## src/rtl/core/c2p_pkg.sv

```systemverilog
`timescale 1ns / 1ps
// Shared types and constants for the chunky-to-planar converter.
// No dependencies; imported by every module in rtl/core.
package c2p_pkg;

	localparam int unsigned WORD_W   = 32;
	localparam int unsigned WORDS    = 8;
	localparam int unsigned OFFSET_W = 20;
	localparam int unsigned GROUP_W  = 7;

	typedef logic [WORD_W-1:0]   word_t;
	typedef word_t [WORDS-1:0]   group_t;
	typedef logic [OFFSET_W-1:0] offset_t;

	// One level of the merge network, named by its shift distance
	typedef enum logic [2:0] {
		LVL_16,
		LVL_8,
		LVL_4,
		LVL_2,
		LVL_1
	} merge_level_t;

	// Configuration register indexes
	localparam logic [1:0] CFG_LINE_WIDTH = 2'd0;
	localparam logic [1:0] CFG_X_OFFSET   = 2'd1;
	localparam logic [1:0] CFG_Y_OFFSET   = 2'd2;

	localparam logic [11:0] LINE_WIDTH_RST = 12'd160;
	localparam logic [9:0]  X_OFFSET_RST   = 10'd80;
	localparam logic [9:0]  Y_OFFSET_RST   = 10'd56;

	typedef struct packed {
		logic [11:0] line_width;
		logic [9:0]  x_offset;
		logic [9:0]  y_offset;
	} cfg_t;

endpackage

```

## src/rtl/core/c2p_merge_lane.sv

```systemverilog
`timescale 1ns / 1ps
// One XOR-swap merge of two words under the shift and mask of a network level.
// Depends on c2p_pkg.
module c2p_merge_lane import c2p_pkg::*; (
	input  word_t        a,
	input  word_t        b,
	input  merge_level_t level,
	output word_t        a_out,
	output word_t        b_out
);

	word_t t;

	always_comb begin
		unique case (level)
			LVL_16: begin
				t     = ((b >> 16) ^ a) & 32'h0000ffff;
				b_out = b ^ (t << 16);
			end
			LVL_8: begin
				t     = ((b >> 8) ^ a) & 32'h00ff00ff;
				b_out = b ^ (t << 8);
			end
			LVL_4: begin
				t     = ((b >> 4) ^ a) & 32'h0f0f0f0f;
				b_out = b ^ (t << 4);
			end
			LVL_2: begin
				t     = ((b >> 2) ^ a) & 32'h33333333;
				b_out = b ^ (t << 2);
			end
			LVL_1: begin
				t     = ((b >> 1) ^ a) & 32'h55555555;
				b_out = b ^ (t << 1);
			end
			default: begin
				t     = '0;
				b_out = b;
			end
		endcase
		a_out = a ^ t;
	end

endmodule

```

## src/rtl/core/c2p_merge_level.sv

```systemverilog
`timescale 1ns / 1ps
// One level of the merge network: four lanes on disjoint word pairs.
// Depends on c2p_pkg and c2p_merge_lane.
module c2p_merge_level import c2p_pkg::*; (
	input  group_t       words_in,
	input  merge_level_t level,
	output group_t       words_out
);

	// Pairing: distance 4 for shifts 16 and 2, distance 2 for 8 and 1, neighbors for 4
	logic [2:0] idx_a [4];
	logic [2:0] idx_b [4];
	word_t      lane_a [4];
	word_t      lane_b [4];
	word_t      res_a [4];
	word_t      res_b [4];

	always_comb begin
		unique case (level)
			LVL_16, LVL_2: begin
				idx_a = '{3'd0, 3'd1, 3'd2, 3'd3};
				idx_b = '{3'd4, 3'd5, 3'd6, 3'd7};
			end
			LVL_8, LVL_1: begin
				idx_a = '{3'd0, 3'd1, 3'd4, 3'd5};
				idx_b = '{3'd2, 3'd3, 3'd6, 3'd7};
			end
			LVL_4: begin
				idx_a = '{3'd0, 3'd2, 3'd4, 3'd6};
				idx_b = '{3'd1, 3'd3, 3'd5, 3'd7};
			end
			default: begin
				idx_a = '{3'd0, 3'd1, 3'd2, 3'd3};
				idx_b = '{3'd4, 3'd5, 3'd6, 3'd7};
			end
		endcase
	end

	for (genvar i = 0; i < 4; i++) begin : g_lane
		assign lane_a[i] = words_in[idx_a[i]];
		assign lane_b[i] = words_in[idx_b[i]];

		c2p_merge_lane u_lane (
			.a     (lane_a[i]),
			.b     (lane_b[i]),
			.level (level),
			.a_out (res_a[i]),
			.b_out (res_b[i])
		);
	end

	always_comb begin
		words_out = words_in;
		for (int i = 0; i < 4; i++) begin
			words_out[idx_a[i]] = res_a[i];
			words_out[idx_b[i]] = res_b[i];
		end
	end

endmodule

```

## src/rtl/core/c2p_offset_gen.sv

```systemverilog
`timescale 1ns / 1ps
// Plane byte offset tracking: start offset from the registers, per-group step
// and row skip. Depends on c2p_pkg.
module c2p_offset_gen import c2p_pkg::*; (
	input  logic    clk,
	input  logic    arst_n,
	input  cfg_t    cfg,
	input  logic    step,
	input  logic    frame_end,
	output offset_t offset
);

	logic [21:0]        prod_yw_q;
	logic [19:0]        prod_yx_q;
	offset_t            start_q;
	offset_t            word_pos_q;
	logic [GROUP_W-1:0] group_q;
	logic               started_q;

	logic [22:0]        start_sum;
	offset_t            cur_pos;
	offset_t            pos_inc;
	offset_t            pos_next;
	offset_t            skip;
	logic [GROUP_W-1:0] cur_grp;
	logic [GROUP_W-1:0] grp_inc;
	logic [GROUP_W-1:0] grp_next;
	logic [GROUP_W-1:0] row_groups;

	// Start offset: products are registered first, then summed, shifted and registered again
	assign start_sum = 23'(prod_yw_q) + {2'b00, prod_yx_q, 1'b0} + 23'(cfg.x_offset);

	always_ff @(posedge clk) begin
		prod_yw_q <= 22'(cfg.y_offset) * 22'(cfg.line_width);
		prod_yx_q <= 20'(cfg.y_offset) * 20'(cfg.x_offset);
		start_q   <= start_sum[22:3];
	end

	assign row_groups = cfg.line_width[11:5];
	assign skip       = {12'b0, cfg.x_offset[9:4], 2'b00};
	assign cur_pos    = started_q ? word_pos_q : start_q;
	assign cur_grp    = started_q ? group_q : '0;
	assign pos_inc    = cur_pos + OFFSET_W'(4);
	assign grp_inc    = cur_grp + GROUP_W'(1);
	assign offset     = cur_pos;

	always_comb begin
		priority if (row_groups == '0) begin
			grp_next = '0;
			pos_next = pos_inc;
		end else if (grp_inc >= row_groups) begin
			grp_next = '0;
			pos_next = pos_inc + skip;
		end else begin
			grp_next = grp_inc;
			pos_next = pos_inc;
		end
	end

	always_ff @(posedge clk or negedge arst_n) begin
		if (!arst_n) begin
			word_pos_q <= '0;
			group_q    <= '0;
			started_q  <= 1'b0;
		end else if (step) begin
			word_pos_q <= pos_next;
			group_q    <= frame_end ? '0 : grp_next;
			started_q  <= !frame_end;
		end
	end

endmodule

```

## src/rtl/core/chunky_to_planar_converter.sv

```systemverilog
`timescale 1ns / 1ps
// Chunky-to-planar converter, top level. Depends on c2p_pkg, c2p_merge_level
// and c2p_offset_gen.
//
// Each input transaction carries 32 chunky 8-bit pixels as eight big-endian
// words and yields one output transaction of eight bitplane words plus the
// byte offset of those words within every plane. The block takes one group
// per clock unless the output stalls or the input is held off: the merge
// network is spread across two pipeline registers, so an accepted group
// passes through the first register into the second, which drives the output.
// While a finished group waits on the output, the input takes at most one
// more group and then holds until the output drains. The offset runs from the
// start offset computed from the three registers, advances by four bytes per
// group and adds the row skip after each line; frame_end restarts it for the
// next frame. After reset, and after every register write, the input holds
// off while the start offset multipliers settle. Register writes are taken in
// any cycle.
module chunky_to_planar_converter import c2p_pkg::*; (
	input  logic        clk,
	input  logic        arst_n,

	input  logic        cfg_valid,
	output logic        cfg_ready,
	input  logic [1:0]  cfg_index,
	input  logic [11:0] cfg_data,

	input  logic        in_valid,
	output logic        in_ready,
	input  logic [31:0] chunk_word0,
	input  logic [31:0] chunk_word1,
	input  logic [31:0] chunk_word2,
	input  logic [31:0] chunk_word3,
	input  logic [31:0] chunk_word4,
	input  logic [31:0] chunk_word5,
	input  logic [31:0] chunk_word6,
	input  logic [31:0] chunk_word7,
	input  logic        frame_end,

	output logic        out_valid,
	input  logic        out_ready,
	output logic [31:0] plane0,
	output logic [31:0] plane1,
	output logic [31:0] plane2,
	output logic [31:0] plane3,
	output logic [31:0] plane4,
	output logic [31:0] plane5,
	output logic [31:0] plane6,
	output logic [31:0] plane7,
	output logic [19:0] plane_byte_offset
);

	cfg_t       cfg_q;
	logic [1:0] settle_q;
	logic       cfg_we;

	group_t  in_words;
	group_t  lvl16_out;
	group_t  lvl8_out;
	group_t  lvl4_out;
	group_t  lvl2_out;
	group_t  lvl1_out;
	offset_t cur_offset;

	logic    in_fire;
	logic    adv_s1;
	logic    adv_s2;

	logic    valid_s1;
	group_t  words_s1;
	offset_t offset_s1;
	logic    valid_s2;
	group_t  planes_s2;
	offset_t offset_s2;

	// ---------------------------------------------------------------
	// Configuration registers: always ready, unknown indexes dropped
	// ---------------------------------------------------------------
	assign cfg_ready = 1'b1;
	assign cfg_we    = cfg_valid && cfg_ready;

	always_ff @(posedge clk or negedge arst_n) begin
		if (!arst_n) begin
			cfg_q.line_width <= LINE_WIDTH_RST;
			cfg_q.x_offset   <= X_OFFSET_RST;
			cfg_q.y_offset   <= Y_OFFSET_RST;
		end else if (cfg_we) begin
			unique case (cfg_index)
				CFG_LINE_WIDTH: cfg_q.line_width <= cfg_data;
				CFG_X_OFFSET:   cfg_q.x_offset   <= cfg_data[9:0];
				CFG_Y_OFFSET:   cfg_q.y_offset   <= cfg_data[9:0];
				default:        ;
			endcase
		end
	end

	// Hold the input off until the start offset pipeline reflects the registers
	always_ff @(posedge clk or negedge arst_n) begin
		if (!arst_n) begin
			settle_q <= 2'd2;
		end else if (cfg_we) begin
			settle_q <= 2'd2;
		end else if (settle_q != 2'd0) begin
			settle_q <= settle_q - 2'd1;
		end
	end

	// ---------------------------------------------------------------
	// Handshake: each stage advances when the stage after it is free
	// or is draining in this cycle
	// ---------------------------------------------------------------
	assign adv_s2    = !valid_s2 || out_ready;
	assign adv_s1    = !valid_s1 || adv_s2;
	assign in_ready  = adv_s1 && (settle_q == 2'd0);
	assign in_fire   = in_valid && in_ready;
	assign out_valid = valid_s2;

	// ---------------------------------------------------------------
	// Offset generator: advances once per accepted transaction
	// ---------------------------------------------------------------
	c2p_offset_gen u_offset (
		.clk       (clk),
		.arst_n    (arst_n),
		.cfg       (cfg_q),
		.step      (in_fire),
		.frame_end (frame_end),
		.offset    (cur_offset)
	);

	// ---------------------------------------------------------------
	// Merge network, first half: shift 16 and shift 8 levels
	// ---------------------------------------------------------------
	assign in_words = {chunk_word7, chunk_word6, chunk_word5, chunk_word4,
	                   chunk_word3, chunk_word2, chunk_word1, chunk_word0};

	c2p_merge_level u_lvl16 (
		.words_in  (in_words),
		.level     (LVL_16),
		.words_out (lvl16_out)
	);

	c2p_merge_level u_lvl8 (
		.words_in  (lvl16_out),
		.level     (LVL_8),
		.words_out (lvl8_out)
	);

	// ---------------------------------------------------------------
	// Merge network, second half: shift 4, 2 and 1 levels
	// ---------------------------------------------------------------
	c2p_merge_level u_lvl4 (
		.words_in  (words_s1),
		.level     (LVL_4),
		.words_out (lvl4_out)
	);

	c2p_merge_level u_lvl2 (
		.words_in  (lvl4_out),
		.level     (LVL_2),
		.words_out (lvl2_out)
	);

	c2p_merge_level u_lvl1 (
		.words_in  (lvl2_out),
		.level     (LVL_1),
		.words_out (lvl1_out)
	);

	// ---------------------------------------------------------------
	// Pipeline valid bits
	// ---------------------------------------------------------------
	always_ff @(posedge clk or negedge arst_n) begin
		if (!arst_n) begin
			valid_s1 <= 1'b0;
			valid_s2 <= 1'b0;
		end else begin
			if (adv_s1) begin
				valid_s1 <= in_fire;
			end
			if (adv_s2) begin
				valid_s2 <= valid_s1;
			end
		end
	end

	// ---------------------------------------------------------------
	// Pipeline payload; the second stage gathers the lane results into
	// plane order (planes 0..7 come from words 7,5,3,1,6,4,2,0)
	// ---------------------------------------------------------------
	always_ff @(posedge clk) begin
		if (in_fire) begin
			words_s1  <= lvl8_out;
			offset_s1 <= cur_offset;
		end
		if (adv_s2 && valid_s1) begin
			planes_s2[0] <= lvl1_out[7];
			planes_s2[1] <= lvl1_out[5];
			planes_s2[2] <= lvl1_out[3];
			planes_s2[3] <= lvl1_out[1];
			planes_s2[4] <= lvl1_out[6];
			planes_s2[5] <= lvl1_out[4];
			planes_s2[6] <= lvl1_out[2];
			planes_s2[7] <= lvl1_out[0];
			offset_s2    <= offset_s1;
		end
	end

	assign plane0            = planes_s2[0];
	assign plane1            = planes_s2[1];
	assign plane2            = planes_s2[2];
	assign plane3            = planes_s2[3];
	assign plane4            = planes_s2[4];
	assign plane5            = planes_s2[5];
	assign plane6            = planes_s2[6];
	assign plane7            = planes_s2[7];
	assign plane_byte_offset = offset_s2;

endmodule
```

## config.mk

```make
export PLATFORM = sky130hd
export DESIGN_NAME = chunky_to_planar_converter
export DESIGN_NICKNAME = d
export VERILOG_FILES = /design/src/rtl/core/c2p_pkg.sv /design/src/rtl/core/c2p_merge_lane.sv /design/src/rtl/core/c2p_merge_level.sv /design/src/rtl/core/c2p_offset_gen.sv /design/src/rtl/core/chunky_to_planar_converter.sv
export SDC_FILE = /design/constraint.sdc
export NUM_CORES = 1
export LEC_CHECK = 0
export BUFFER_PORTS_ARGS = -buffer_cell sky130_fd_sc_hd__buf_2
export CORE_UTILIZATION = 44
export CTS_BUF_LIST = sky130_fd_sc_hd__clkbuf_4 sky130_fd_sc_hd__clkbuf_8 sky130_fd_sc_hd__clkbuf_16
export DETAILED_ROUTE_END_ITERATION = 16
export PLACE_DENSITY = 0.68
export SYNTH_ARGS = -nofsm -noshare
export SYNTH_HDL_FRONTEND = slang
export SYNTH_SLANG_ARGS = --single-unit
```

## constraint.sdc

```tcl
create_clock -name clk -period 9.7 [get_ports clk]
set_input_delay 1.94 -clock clk [delete_from_list [all_inputs] [get_ports clk]]
set_output_delay 1.94 -clock clk [all_outputs]
set_load 0.005 [all_outputs]
```

### Word-level counts from Yosys, hierarchy flattened

Cells that the tools add are included.

| cells by class | value |
|---|---|
| add/subtract/negate cells | 6 |
| multipliers | 2 |
| $lt $le $gt $ge | 1 |
| eq/ne operators | 2 |
| multiplexer cells | 9 |
| bitwise operators | 60 |
| reductions and logical operators | 16 |

Operators by type and width:

| operator | number |
|---|---|
| $xor 32x32->32 | 20 |
| $xor 32x16->32 | 4 |
| $xor 32x24->32 | 4 |
| $xor 32x28->32 | 4 |
| $xor 32x30->32 | 4 |
| $xor 32x31->32 | 4 |
| $xor 31x31->31 | 4 |
| $xor 30x30->30 | 4 |
| $xor 28x28->28 | 4 |
| $xor 24x24->24 | 4 |
| $xor 16x16->16 | 4 |
| $mux 20 | 3 |
| $mux 7 | 4 |
| $add 22x21->23 | 1 |
| $add 23x10->23 | 1 |
| $mul 10x12->22 | 1 |
| $add 20x3->20 const B | 1 |
| $add 20x8->20 | 1 |
| $mul 10x10->20 | 1 |
| $add 7x1->7 const B | 1 |
| $ge 7x7->1 | 1 |
| $logic_not 7->1 | 1 |
| $reduce_and 2->1 | 3 |
| $logic_not 2->1 | 2 |
| other kinds (8) | 15 |

| word-level totals | value |
|---|---|
| register bits after elaboration | 678 |
| input bits | 276 |
| output and inout port bits | 279 |
| word-level logic and storage cells | 126 |

### Depth between registers and ports, before layout

| logic depth | value |
|---|---|
| word-level depth | 6 |
| depth in mapped cells | 21 |
| depth with buffers taken out | 20 |

### Modules after synthesis

Synthesis repeated with hierarchy kept, for this count alone.

| unflattened totals | value |
|---|---|
| cell total of the unflattened synthesis | 14478 |
| area, all modules | 120969.8 um^2 |

Modules (own cells, without submodules):

| module | instances | cells an instance | area each (um^2) | seq. area each (um^2) |
|---|---|---|---|---|
| c2p_merge_lane | 20 | 339 | 2188.3 | 0.0 |
| c2p_merge_level at u_lvl1 ... | 3 | 1172 | 9522.9 | 0.0 |
| chunky_to_planar_converter | 1 | 645 | 18022.3 | 17486.8 |
| c2p_offset_gen | 1 | 1315 | 12125.4 | 1941.9 |
| c2p_merge_level at u_lvl8 | 1 | 1172 | 9502.9 | 0.0 |
| c2p_merge_level at u_lvl16 | 1 | 1050 | 8983.6 | 0.0 |

### Worst setup path before layout

OpenSTA, ideal clock, no wires.

| timing path | value |
|---|---|
| kind | input-to-reg |
| from | input port out_ready |
| to | register u_offset.started_q |
| setup time | 0.470 ns |
| arrival | 10.429 ns |
| required time | 9.230 ns |
| slack | -1.199 ns |
| stages | 6 |
| path buffers | 1 |
| cell sequence | nand3b_1 > and2_1 > nand2_1 > inv_1 > clkbuf_1 > a21oi_1 |

| between the ends | value |
|---|---|
| longest elaborated chain between the ends | 4 |

Ends and longest elaborated chain:

| what | RTL line | RTL |
|---|---|---|
| from (decl) | chunky_to_planar_converter.sv:40 | `input logic out_ready,` |
| $logic_or 1x1->1 | chunky_to_planar_converter.sv:111 | `assign adv_s2 = !valid_s2 \|\| out_ready;` |
| $logic_or 1x1->1 | chunky_to_planar_converter.sv:112 | `assign adv_s1 = !valid_s1 \|\| adv_s2;` |
| $logic_and 1x1->1 | chunky_to_planar_converter.sv:113 | `assign in_ready = adv_s1 && (settle_q == 2'd0);` |
| via in_ready | chunky_to_planar_converter.sv:28 | `output logic in_ready,` |
| $logic_and 1x1->1 | chunky_to_planar_converter.sv:114 | `assign in_fire = in_valid && in_ready;` |
| via in_fire | chunky_to_planar_converter.sv:64 | `logic in_fire;` |
| to (signal assigned) | c2p_offset_gen.sv:68 | `started_q <= !frame_end;` |
| to (decl) | c2p_offset_gen.sv:18 | `logic started_q;` |

The timed path passes the listed nets, and every way through them passes these cells.
A chain may end at the register's enable or synchronous reset.

### Worst setup path after layout

| timing path | value |
|---|---|
| from | register cfg_q[7] in the netlist's numbering |
| to | register u_offset.prod_yx_q[18] |

| between the ends | value |
|---|---|
| longest elaborated chain between the ends | 1 |

Ends and longest elaborated chain:

| what | RTL line | RTL |
|---|---|---|
| from (decl) | chunky_to_planar_converter.sv:52 | `cfg_t cfg_q;` |
| $mul 10x10->20 | c2p_offset_gen.sv:35 | `prod_yx_q <= 20'(cfg.y_offset) * 20'(cfg.x_offset);` |
| to (signal assigned) | c2p_offset_gen.sv:35 |  |
| to (decl) | c2p_offset_gen.sv:14 | `logic [19:0] prod_yx_q;` |

Every way passes these cells.

==> key figures <==
Route
  – Vias per cell: 4.98
  – Antenna Nets Post-Route: 0
  – DRC: 0
  – 1st-iter DRT viols: 1,160
  – Vias post-DR: 17,600
  – Pre-antenna DRT Iters: 7
  – Final wirelength: 74.1 mm
  – WL per Instance: roughly 21 um

Logic synthesis
  – Post-Syn Instances: 2,365
  – Cell area after synthesis: 31,500 um^2
  – Top_reg_cell synth: edfxtp_1
  – Syn_area_per_cell: 13.3 um^2
  – Synth warnings: 0
  – Synth unique cells: 66
  – Post-synth EDFFs: ~550
  – Post-Synth Simple-Gate Area: 7.14%
  – Mux share of post-synthesis cell area: 1.89%
  – Syn Nets: 2,950
  – Synth Area in Compound Gates: 3.40%
  – XOR/XNOR Fraction of Synth Area: 2.22%
  – FF+latch count, synth: 678
  – Asr flop ratio synth: 9.44%
  – Largest family of logic cells by synthesized area: adder cells
  – Adder-Cell Fraction of Synth Area: 15.8%
  – Register area share after synthesis: 61.7%

Timing
  – RSZ-0062 raised after global routing: false
  – Final TNS setup: 0 ns
  – Final setup vio count: 0
  – Worst slew margin: a little under a fifth
  – Count of final hold-check violations: 0
  – Achievable Freq: 158 MHz
  – Setup WS post-layout: 3.35 ns
  – Clock skew: 0.0378 ns
  – Period utilization: 65.5%
  – Max Slew Vio Count: 0
  – Least-Margin Pin Slew: between 1 and 1.5 ns
  – Clock period minus worst slack: 6.35 ns

Power and ir drop
  – Power density cells: around 370 nW/um^2
  – Pleak: 15.3 nW
  – VDD IR max: 0.000290 V

Flow run
  – Max-cap violations: 0

Critical path
  – Maximum fanout along the worst path: 23
  – Crit path DAT: 6.83 ns
  – Buffers & Inverters on Critical Path: 5
  – Slowest Stage Delay on Critical Path: 0.82 ns
  – Slowest CP cell: dfrtp_1
  – WP data required: 10.18 ns
  – Startpoint Class: flip-flop
  – Crit path kind: reg -> reg
  – Worst setup EP type: flip-flop
  – CP cell instances: nand2_1 > fa_1 > inv_1 > fa_1 > inv_1 > fa_1 > inv_1 > fa_1 > inv_1 > fa_1 > inv_1 > ha_1 > or4_1 > o21bai_1 > a31o_2 > a21o_1 > a31oi_1 > nor4b_1 > or4_1
  – Critical path's top delay family: adder cells

Place
  – DP Worst Slack: approximately 3.4 ns
  – # placed instances: 3,395
  – Dpl hpwl: 55.2 mm
  – Dpl cell area: 33,800 um^2
  – GPL Wtd Cong: ~0.9
  – I/O Buffers: about 550

Floorplanning
  – Die width: 270 um
  – Die area: 72,700 um^2
  – Number of placement rows: 97
  – Initial Util: about 45%
  – Core Box Area: just over 70,000 um^2
  – Die Height: 270 um
  – Boundary Pins: 555

Clock network
  – CTS tree: yes
  – Post-cts resize count: 0
  – Num CTS Buffers: 74
  – Clock sinks: 678
  – # hold bufs at CTS: 0
  – Post-CTS setup buffer count: 0
  – Clock Latency Late Sink: 0.62 ns
  – Maximum clock path buffer count: 3
  – H-tree depth reported by CTS: 3
  – Root Buffer: clkbuf_16
  – CTS clk-pin slew, worst paths: around 0.060 ns

Layout
  – Commonest non-fill, non-tap cell in the layout: buf_2
  – Post-route cell area: 36,300 um^2
  – Register area: 19,400 um^2
  – Most frequent cells in the layout: buf_2, edfxtp_1, inv_1
  – Core Util, Final: 51.6%
  – Final nets: 3,116
  – Area Overhead vs Synth: 15.4%
  – Filler Cells Inserted: 5,834
  – Multi-input logic area: just under 10,000 um^2
  – Share of cells above drive strength 1: approximately 29%
  – Cell Count, Final, Fillers Out: 3,536

Global routing
  – GR Util All Layers: 20.5%
  – Total grt overflow: 0
  – Initial antenna violation count: 9
  – Largest net degree at the start of global routing: around 170
  – First-pass GRT wire length: 113 mm
  – Vias in the first global route: approximately 18,000

Outcome
  – Status: finished, final reports clean

Min path
  – HP Class: reg -> reg
[layout make-up]
class | count | share of cell area, %
inverter | 180 | 1.88
timing repair buffer | 563 | 7.86
tap | 940 | 3.24
multi-input combinational | 1034 | 26.5
clock buffer | 93 | 5.55
clock inverter | 42 | 1.51
sequential | 678 | 53.5
antenna | 6 | 0.0413
[Yosys cell counts (all sizes together) (9+ instances only)]
cell / instances / share of area, %
a21o: 20 / 0.48
ha: 159 / 6.3
edfxtp: 552 / 53
xor2: 21 / 0.58
fa: 150 / 9.5
o21bai: 10 / 0.24
dfxtp: 62 / 3.9
nor2: 40 / 0.48
nand4: 13 / 0.33
and2: 137 / 2.7
xnor2: 57 / 1.6
o21ai: 39 / 0.62
a31oi: 10 / 0.20
a21oi: 34 / 0.54
mux2: 37 / 1.3
mux2i: 18 / 0.57
dfrtp: 56 / 4.4
inv: 180 / 2.1
nand2b: 9 / 0.18
clkbuf: 467 / 5.6
and3: 9 / 0.18
nor3: 12 / 0.19
nand3: 24 / 0.38
nand2: 143 / 1.7
[path summary, 6_finish.rpt]
path / startpoint / endpoint / slack (ns) / depth (start not counted)
max in group asynchronous: arst_n / u_offset.started_q$_DFFE_PN0P_ / 7.48 / 2
worst min-delay path: offset_s1[2]$_DFFE_PP_ / plane_byte_offset[2]$_DFFE_PP_ / 0.40 / 0
worst max-delay path: cfg_q[7]$_DFFE_PN0P_ / u_offset.prod_yx_q[18]$_DFF_P_ / 3.35 / 19
min in group asynchronous: arst_n / cfg_q[31]$_DFFE_PN0P_ / 1.54 / 2
worst max register to register: cfg_q[7]$_DFFE_PN0P_ / u_offset.prod_yx_q[18]$_DFF_P_ / 3.35 / 19
worst min register to register: offset_s1[2]$_DFFE_PP_ / plane_byte_offset[2]$_DFFE_PP_ / 0.40 / 0
[report_power, final]
| part | internal, W | switching (W) |
|---|---|---|
| clock | 0.00172 | 0.00118 |
| combinational | 0.00278 | 0.00367 |
| sequential | 0.00394 | 0.000310 |
[layer usage]
layer  routed length, um  share of wire, %  vias to the layer above  track usage (%)
met1               28200                38                     8819             24.0
met4                2420               3.3                        2             7.83
met5                  13             0.018                        -                0
li1                    -                 -                     8008                -
met3                4690               6.3                      118             3.79
met2               38800                52                      645             37.2
[cells by family after synthesis]
| kind of cell | Yosys count |
|---|---|
| AOI/OAI and AO/OA | 161 |
| xor gates and xnor gates | 78 |
| adders and majority gates | 309 |
| buffers and inverters | 653 |
| DFF | 678 |
| muxes | 55 |
| other | 1 |
| and+or+nand+nor | 430 |
[registers in the layout, indices dropped and copies added, names as in the netlist, 2 cells and up]
name and cells:
plane2 32, plane6 32, settle_q 2, u_offset.group_q 7, plane7 32, u_offset.prod_yx_q 20
cfg_q 32, plane4 32, plane1 32, words_s1 256, u_offset.start_q 20, u_offset.word_pos_q 20
plane_byte_offset 20, plane0 32, offset_s1 20, plane5 32, plane3 32, u_offset.prod_yw_q 22
[through the flow]
step,hold WS (ns),total power [W]
after floorplan,0.400,0.00913
after global placement,0.400,0.0106
after detailed placement,0.405,0.0107
after CTS,0.382,0.0137
after global routing,0.404,0.0147
final,0.396,0.0136
Note: power is estimated with default switching activity, not from simulation.
